==> src/rtl/brbo_pkg.sv <==
// ----------------------------------------------------------------------------
// brbo_pkg
// Shared constants, command codes and types for the byte ring buffer.
// ----------------------------------------------------------------------------
package brbo_pkg;

    localparam int DEPTH    = 1024;
    localparam int ADDR_W   = $clog2(DEPTH);
    localparam int SIZE_W   = ADDR_W + 1;
    localparam int CMD_W    = 3;
    localparam int DATA_W   = 8;
    localparam int AMOUNT_W = 10;
    localparam int FILL_W   = 10;
    localparam int RING_W   = 11;

    // working width for index arithmetic, wide enough for any operand sum
    localparam int MAX_W  = (SIZE_W > AMOUNT_W) ?
                            ((SIZE_W > RING_W) ? SIZE_W : RING_W) :
                            ((AMOUNT_W > RING_W) ? AMOUNT_W : RING_W);
    localparam int CALC_W = MAX_W + 2;

    typedef enum logic [CMD_W-1:0] {
        CMD_PUSH      = 3'd0,
        CMD_POP       = 3'd1,
        CMD_PEEK_HEAD = 3'd2,
        CMD_PEEK_TAIL = 3'd3,
        CMD_SET_LEN   = 3'd4,
        CMD_RESET     = 3'd5
    } cmd_t;

    typedef struct packed {
        logic [CMD_W-1:0]    cmd;
        logic [DATA_W-1:0]   data_in;
        logic [AMOUNT_W-1:0] amount;
    } item_t;

    typedef struct packed {
        logic              we;
        logic [ADDR_W-1:0] waddr;
        logic [DATA_W-1:0] wdata;
        logic              re;
        logic [ADDR_W-1:0] raddr;
    } ram_req_t;

    typedef struct packed {
        logic              read_ok;
        logic [FILL_W-1:0] fill_level;
        logic              overwrote;
    } meta_t;

endpackage

==> src/rtl/brbo_ptr.sv <==
// ----------------------------------------------------------------------------
// brbo_ptr
// Ring size, head/tail pointers and fill count; decodes one command word
// into a store access and result flags.
// ----------------------------------------------------------------------------
module brbo_ptr
(
    input  logic                             clk,
    input  logic                             rst_n,
    input  logic                             cfg_we,
    input  logic [brbo_pkg::RING_W-1:0]      cfg_data,
    input  logic                             fire,
    input  brbo_pkg::item_t                  item,
    output brbo_pkg::ram_req_t               req,
    output brbo_pkg::meta_t                  meta
);

    localparam int W = brbo_pkg::CALC_W;
    localparam int AW = brbo_pkg::ADDR_W;

    logic [brbo_pkg::SIZE_W-1:0] size_reg;
    logic [AW-1:0] head_reg, head_next;
    logic [AW-1:0] tail_reg, tail_next;
    logic [AW-1:0] fill_reg, fill_next;

    logic [W-1:0] sz, hd, tl, fl, amt, cv;
    logic [W-1:0] size_clamped;
    logic [W-1:0] tail_inc, head_inc, hsum, tback, amt_sat, lsum;
    logic         full, empty, in_range;
    logic         we_c, re_c, ok_c, ovw_c;
    logic [AW-1:0] raddr_c;

    always_comb
    begin
        cv = W'(cfg_data);
        if (cv < W'(2))
        begin
            size_clamped = W'(2);
        end
        else if (cv > W'(brbo_pkg::DEPTH))
        begin
            size_clamped = W'(brbo_pkg::DEPTH);
        end
        else
        begin
            size_clamped = cv;
        end
    end

    always_comb
    begin
        sz  = W'(size_reg);
        hd  = W'(head_reg);
        tl  = W'(tail_reg);
        fl  = W'(fill_reg);
        amt = W'(item.amount);

        tail_inc = tl + W'(1);
        if (tail_inc == sz)
        begin
            tail_inc = '0;
        end
        head_inc = hd + W'(1);
        if (head_inc == sz)
        begin
            head_inc = '0;
        end

        hsum = hd + amt;
        if (hsum >= sz)
        begin
            hsum = hsum - sz;
        end

        // offset 0 is the newest byte
        tback = tl + sz - amt - W'(1);
        if (tback >= sz)
        begin
            tback = tback - sz;
        end

        amt_sat = (amt > sz - W'(1)) ? sz - W'(1) : amt;
        lsum = hd + amt_sat;
        if (lsum >= sz)
        begin
            lsum = lsum - sz;
        end

        full     = (fl == sz - W'(1));
        empty    = (fl == '0);
        in_range = (amt < fl);

        head_next = head_reg;
        tail_next = tail_reg;
        fill_next = fill_reg;
        we_c      = 1'b0;
        re_c      = 1'b0;
        ok_c      = 1'b0;
        ovw_c     = 1'b0;
        raddr_c   = head_reg;

        unique case (item.cmd)
            brbo_pkg::CMD_PUSH:
            begin
                we_c      = 1'b1;
                tail_next = AW'(tail_inc);
                if (full)
                begin
                    head_next = AW'(head_inc);
                    ovw_c     = 1'b1;
                end
                else
                begin
                    fill_next = AW'(fl + W'(1));
                end
            end
            brbo_pkg::CMD_POP:
            begin
                if (!empty)
                begin
                    re_c      = 1'b1;
                    ok_c      = 1'b1;
                    head_next = AW'(head_inc);
                    fill_next = AW'(fl - W'(1));
                end
            end
            brbo_pkg::CMD_PEEK_HEAD:
            begin
                if (in_range)
                begin
                    re_c    = 1'b1;
                    ok_c    = 1'b1;
                    raddr_c = AW'(hsum);
                end
            end
            brbo_pkg::CMD_PEEK_TAIL:
            begin
                if (in_range)
                begin
                    re_c    = 1'b1;
                    ok_c    = 1'b1;
                    raddr_c = AW'(tback);
                end
            end
            brbo_pkg::CMD_SET_LEN:
            begin
                tail_next = AW'(lsum);
                fill_next = AW'(amt_sat);
            end
            brbo_pkg::CMD_RESET:
            begin
                head_next = '0;
                tail_next = '0;
                fill_next = '0;
            end
            default:
            begin
            end
        endcase

        req.we    = fire && we_c;
        req.waddr = tail_reg;
        req.wdata = item.data_in;
        req.re    = fire && re_c;
        req.raddr = raddr_c;

        meta.read_ok    = ok_c;
        meta.fill_level = brbo_pkg::FILL_W'(fill_next);
        meta.overwrote  = ovw_c;
    end

    always_ff @(posedge clk or negedge rst_n)
    begin
        if (!rst_n)
        begin
            size_reg <= brbo_pkg::SIZE_W'(brbo_pkg::DEPTH);
            head_reg <= '0;
            tail_reg <= '0;
            fill_reg <= '0;
        end
        else if (cfg_we)
        begin
            size_reg <= brbo_pkg::SIZE_W'(size_clamped);
            head_reg <= '0;
            tail_reg <= '0;
            fill_reg <= '0;
        end
        else if (fire)
        begin
            head_reg <= head_next;
            tail_reg <= tail_next;
            fill_reg <= fill_next;
        end
    end

`ifndef NO_ASSERTIONS
    a_fill_below_size: assert property (@(posedge clk) disable iff (!rst_n)
        W'(fill_reg) < W'(size_reg))
        else $error("fill count reached ring size");

    a_ptr_in_ring: assert property (@(posedge clk) disable iff (!rst_n)
        W'(head_reg) < W'(size_reg) && W'(tail_reg) < W'(size_reg))
        else $error("pointer outside ring");

    a_fill_matches_ptrs: assert property (@(posedge clk) disable iff (!rst_n)
        ((W'(tail_reg) >= W'(head_reg)) ?
            (W'(tail_reg) - W'(head_reg)) :
            (W'(tail_reg) + W'(size_reg) - W'(head_reg))) == W'(fill_reg))
        else $error("fill count disagrees with pointers");

    a_overwrite_keeps_full: assert property (@(posedge clk) disable iff (!rst_n)
        fire && ovw_c && !cfg_we |=> W'(fill_reg) == W'(size_reg) - W'(1))
        else $error("overwrite left queue not full");
`endif

endmodule

==> config.mk <==
export PLATFORM = sky130hd
export DESIGN_NAME = brbo_ptr
export DESIGN_NICKNAME = d
export VERILOG_FILES = /design/src/rtl/brbo_pkg.sv /design/src/rtl/brbo_ptr.sv
export SDC_FILE = /design/constraint.sdc
export NUM_CORES = 1
export LEC_CHECK = 0
export ABC_CLOCK_PERIOD_IN_PS = 7850
export BUFFER_PORTS_ARGS = -buffer_cell sky130_fd_sc_hd__buf_2
export CORE_UTILIZATION = 56
export CTS_CLUSTER_SIZE = 12
export DETAILED_ROUTE_END_ITERATION = 7
export GPL_TIMING_DRIVEN = 1
export PLACE_DENSITY = 0.87
export SETUP_SLACK_MARGIN = 0.02
export SYNTH_ARGS = -nofsm -noshare
export SYNTH_HDL_FRONTEND = slang
export SYNTH_SLANG_ARGS = --single-unit
==> constraint.sdc <==
create_clock -name clk -period 7.85 [get_ports clk]
set_input_delay 0.785 -clock clk [delete_from_list [all_inputs] [get_ports clk]]
set_output_delay 0.785 -clock clk [all_outputs]
set_load 0.02 [all_outputs]
==> After elaboration in Yosys (flattened, before gate mapping) <==
Cells that the tools add are included.
{ "word_totals": {"reg_bits": 41, "input_bits": 36, "out_inout_bits": 42, "elab_cells": 74} }
{ "classes": {"n_mux": 30, "magnitude_cmp": 7, "n_addsub": 13, "eq_ne": 10, "n_reduce_logical": 10} }
{ "op_table": {"columns": ["cell", "count"], "rows": [
  ["two-way mux 10 bit", 17],
  ["one-hot mux 10 bit (3 select lines)", 2],
  ["one-hot mux 10 bit (4 select lines)", 1],
  ["subtractor 10 bit", 3],
  ["greater-or-equal comparator 13 x 11 -> 1 bit", 2],
  ["adder 10 x 1 -> 11 bit, second input constant", 2],
  ["== test 11 bit", 2],
  ["two-way mux 11 bit", 2],
  ["one-hot mux 10 bit (2 select lines)", 1],
  ["adder 10 x 13 -> 13 bit", 1],
  ["== test 10 x 13 -> 1 bit", 1],
  ["greater-than comparator 10 x 13 -> 1 bit", 1],
  ["two-way mux 13 bit", 1],
  ["subtractor 12 x 10 -> 13 bit", 1],
  ["subtractor 13 x 1 -> 13 bit, second input constant", 1],
  ["adder 10 x 11 -> 12 bit", 1],
  ["subtractor 11 x 1 -> 12 bit, second input constant", 1],
  ["adder 10 x 10 -> 11 bit", 1],
  ["greater-or-equal comparator 11 bit", 1],
  ["greater-than comparator 11 bit, second input constant", 1],
  ["less-than comparator 11 x 2 -> 1 bit, second input constant", 1],
  ["adder 10 x 1 -> 10 bit, second input constant", 1],
  ["logical NOT 10 bit", 1],
  ["less-than comparator 10 bit", 1],
  ["other kinds (14)", 23]
]} }

==> Logic depth before layout (Yosys ltp) <==
{ "depth": {"ltp_word": 9, "depth_mapped": 30, "mapped_depth_nobuf": 27} }

==> Least setup slack after synthesis <==
Ideal clock, no wire load.
{ "synth_timing": {"kind": "register to register", "startpoint": "register size_reg[1] in the netlist's numbering", "endpoint": "register tail_reg[1]", "stages_incl_launch_ff": 27, "t_arrival_ns": 5.773, "setup_ns": 0.104, "period_less_slack_ns": 5.877, "required_ns": 7.746, "path_buffers": 3, "slack_ns": 1.973, "cell_sequence": "dfrtp_1 clkbuf_1 inv_1 ha_1 buf_2 nand4_1 xnor2_1 ha_1 and4_1 o211ai_1 a21oi_1 o21ai_1 o21ai_0 ha_1 a21o_1 a21oi_1 xnor2_1 ha_1 a21o_1 a21oi_1 a21oi_1 o31ai_1 a21o_1 and2_1 clkbuf_1 o21ai_0 a221oi_1"} }
{ "synth_via": {"elab_chain_cells": 9, "word_cells_on_any_way": 12, "classes_between": "add/sub (3); order compare (2); eq/ne (1); mux (6)"} }
{ "synth_lines": {"columns": ["element", "line_no", "source"], "rows": [
  ["start, declared", "brbo_ptr.sv:21", "logic [brbo_pkg::SIZE_W-1:0] size_reg;"],
  ["start signal, assigned", "brbo_ptr.sv:176", "size_reg <= brbo_pkg::SIZE_W'(brbo_pkg::DEPTH);"],
  ["start signal, assigned", "brbo_ptr.sv:183", "size_reg <= brbo_pkg::SIZE_W'(size_clamped);"],
  ["subtractor 11 x 1 -> 12 bit", "brbo_ptr.sv:82", "amt_sat = (amt > sz - W'(1)) ? sz - W'(1) : amt;"],
  ["greater-than comparator 10 x 13 -> 1 bit", "brbo_ptr.sv:82", null],
  ["two-way mux 13 bit", "brbo_ptr.sv:82", null],
  ["adder 10 x 13 -> 13 bit", "brbo_ptr.sv:83", "lsum = hd + amt_sat;"],
  ["greater-or-equal comparator 13 x 11 -> 1 bit or subtractor 10 bit (tied branches)", "brbo_ptr.sv:84, brbo_ptr.sv:86", null],
  ["two-way mux 10 bit", "brbo_ptr.sv:84", "if (lsum >= sz)"],
  ["one-hot mux 10 bit (3 select lines) *", "brbo_ptr.sv:102", "unique case (item.cmd)"],
  ["two-way mux 10 bit *", "brbo_ptr.sv:188", "else if (fire)"],
  ["two-way mux 10 bit *", "brbo_ptr.sv:181", "else if (cfg_we)"],
  ["end signal, assigned", "brbo_ptr.sv:191", "tail_reg <= tail_next;"],
  ["end, declared", "brbo_ptr.sv:23", "logic [AW-1:0] tail_reg, tail_next;"]
]} }
Mark *: on every way between the ends. The rest lies on a longest branch, timed or not. The select of a mux whose other input is x is not followed.
A chain may end at the register's enable or synchronous reset.

==> Final worst setup path <==
{ "layout_timing": {"startpoint": "register size_reg[1] in the netlist's numbering", "endpoint": "register tail_reg[3]"} }
The elaborated chain is that of the path after synthesis.

==> results by group <==
Run status
  – Status: finished clean

CTS
  – CTS tree: yes
  – Root buf cell: clkbuf_16
  – H-Tree Depth: 2
  – Setup bufs post-CTS: 0
  – Post-CTS Resized: 0
  – CTS sink cnt: 41
  – CTS Hold Buffers Added: 0
  – Num CTS Buffers: 5
  – Clock transition at the registers of the reported paths: 70 ps
  – Worst skew pair latency: 300 ps
  – Clock buffer depth: 2

Pwr
  – Comb power frac: 0.669
  – Peak supply drop: 0.1453 mV
  – Total power: 1.554 mW
  – Sw Ratio: 0.4868
  – Clk pwr share: 0.161
  – LEAKAGE: 3.742 nW
  – Internal cell power: 797.6 uW
  – Sequential Power Share: 0.170
  – Pwr/cell area: 186.7 mW/mm^2
  – Psw: 756.7 uW

STA
  – Max Freq: 0.1433 GHz
  – Clock skew: 9.005 ps
  – Final period util: 0.8890
  – Relative slew slack: 0.2439
  – Unrepaired setup endpoints after global routing: false
  – WHS: 662.0 ps
  – Slew @ Worst Pin: 1125 ps
  – Min Tclk post-route: 6979 ps
  – Final setup TNS: 0 ps
  – Setup violations, final: 0
  – Hold Vio Cnt, Final: 0
  – Max Slew Vio Count: 0

Worst setup path
  – CP top delay family: compound AO/OA/AOI/OAI gates
  – Worst r2r path cells: 23
  – Critical Path RT: 7990 ps
  – Slowest Stage Delay on Critical Path: 580 ps
  – CP arrival: 7120 ps
  – Critical path startpoint category: register
  – Worst Path Max Fanout: 10
  – Reg-to-reg critical path startpoint: size_reg[1]
  – CP Buf/Inv Count: 1
  – Flop2flop setup slack: 870 ps
  – CP Capture Type: register
  – CP Cell Sequence: inv_1, ha_1, nand4_1, xnor2_1, ha_1, and4_1, o211ai_1, a21oi_1, o21ai_1, o21ai_0, ha_1, a21o_1, a21oi_1, xnor2_1, ha_1, a21o_1, a21oi_1, a21oi_1, o31ai_1, a21o_1, and2_1, mux2i_1, o22ai_1
  – Crit path max-delay cell type: dfrtp_1
  – Setup Crit Path Kind: register to register
  – Reg-to-Reg End: tail_reg[3]

Logic synthesis
  – Synth warn: 0
  – Mux cell area share after synthesis: 0.03541
  – Ys async rst share: 1.000
  – Register bit total from synthesis: 41
  – Top FF cell, synth: dfrtp_1
  – Syn Nets: 1171
  – Post-synthesis simple-gate area fraction: 0.2109
  – Number of flops mapped to enable cells by yosys: 0
  – Largest family of logic cells by synthesized area: compound AO/OA/AOI/OAI gates
  – Syn Inst Count: 1030
  – Avg Inst Size Synth: 7.651 um^2
  – Register area share after synthesis: 0.1304
  – Post-Synth Adder-Cell Area: 0.1820
  – XOR/XNOR Fraction of Synth Area: 0.1086
  – Mapped Area: 0.007880 mm^2
  – Synth unique cells: 82
  – Synth Area in Compound Gates: 0.2582

Route
  – Vias: 8307
  – WL final: 26840 um
  – Remaining antenna violation count: 0
  – Vias/cell: 6.792
  – DRC: 0
  – WL/cell: 21.94 um
  – Detailed Route Iter0 Violations: 1003
  – First drt pass iteration count: 5

Layout
  – Antenna Cells: 0
  – Commonest non-fill, non-tap cell in the layout: ha_1
  – Final Non-Filler Cells: 1223
  – Nets@finish: 1187
  – Post-route cell area: 0.008327 mm^2
  – Most frequent cells in the layout: ha_1 (89), a21oi_1 (81), inv_1 (78)
  – P&R area growth vs syn: 5.669%
  – Largest register FFs: 11
  – Layout cells sized above 1: 0.1003

Floorplan
  – Die area: 0.01455 mm^2
  – Die Wd: 120.6 um
  – Io pins: 78
  – Rows: 42
  – Initial Util: 0.5835
  – Die Height: 120.6 um
  – Core Area: 0.01351 mm^2

GRT
  – First-pass GRT wire length: 42200 um
  – Overall Global Routing Usage: 0.3740
  – Antenna violations before repair: 0
  – GR Overflow Total: 0
  – Vias in the first global route: 7812
  – Pin count of the biggest net entering global routing: 42

Placed design
  – Dpl cells: 1215
  – Routability congestion estimate: 0.9995
  – IO Port Bufs: 61
  – Placed cell areas: 0.008155 mm^2
  – Post-detail-place hpwl: 20890 um

Flow run
  – Max cap viols: 0

Worst hold path
  – Hold Path Class: input pin to asynchronous set/reset pin
## power by group through the flow
stage | registers [mW] | clock network (mW) | logic (mW)
finish | 0.265 | 0.250 | 1.04
floorplan | 0.241 | 0 | 0.788
CTS | 0.263 | 0.250 | 1.01
global route | 0.267 | 0.258 | 1.13
detailed placement | 0.267 | 0 | 1.01
global placement | 0.266 | 0 | 0.990
## cell type report
class	instances	area, um^2
Inverter	80	300.3
Fill cell	1219	5179
Multi-Input combinational cell	852	6265
Clock inverter	3	46.29
Timing Repair Buffer	66	342.8
Sequential cell	41	1027
Clock buffer	5	125.1
Tap cell	176	220.2
## how the worst max path moves through the flow
stage / start / end / slack, ps / depth (start not counted)
2_1_floorplan: size_reg[1] / tail_reg[1] / 1970 / 26
3_3_place_gp: size_reg[1] / tail_reg[3] / 1310 / 24
3_5_place_dp: size_reg[1] / tail_reg[1] / 1090 / 23
4_1_cts: size_reg[1] / tail_reg[1] / 1070 / 23
5_1_grt: size_reg[1] / tail_reg[1] / 420 / 23
6_report: size_reg[1] / tail_reg[3] / 870 / 23
## stage by stage
stage | util | worst slack (ps)
global route | 0.6165 | 423.8
finish | 0.6165 | 871.4
CTS | 0.6165 | 1067
floorplan | - | 1973
global placement | 0.6039 | 1314
detailed placement | 0.6039 | 1086
## worst reg2reg max path: stages (launching register included)
cell and delay (ps):
dfrtp_1 580, inv_1 300, ha_1 460, nand4_1 290, xnor2_1 230, ha_1 320
and4_1 210, o211ai_1 110, a21oi_1 320, o21ai_1 290, o21ai_0 580, ha_1 340
a21o_1 190, a21oi_1 180, xnor2_1 190, ha_1 340, a21o_1 180, a21oi_1 190
a21oi_1 130, o31ai_1 350, a21o_1 240, and2_1 450, mux2i_1 260, o22ai_1 100
## synth_stat cells (17+ instances only)
master    number  share of area
ha_1          89           0.14
a21oi_1       81          0.051
inv_1         78          0.037
nand2_1       71          0.034
o21ai_0       70          0.044
xnor2_1       62          0.069
nor2_1        61          0.029
dfrtp_1       40           0.13
nand3_1       40          0.025
clkbuf_1      35          0.017
xor2_1        30          0.033
mux2i_1       20          0.025
nor3_1        19          0.012
a21o_1        18          0.017
nor4_1        17          0.013
## routing by layer
metal  global-route usage  share of wire  up-vias
li1                     -              -     3806
met1               0.4917           0.41     3871
met2               0.5851           0.44      535
met3              0.07877           0.11       95
met4               0.1713          0.045        0
met5                    0              0        -
## cells by family after synthesis
logic type	count (synthesis)
AND/OR/NAND/NOR	312
buffers and inverters	137
XOR/XNOR	94
flip-flops	41
adder cells (fa/ha/maj)	105
multiplexers	27
AO/OA/AOI/OAI	314
Power figures use the tool's default switching activity.
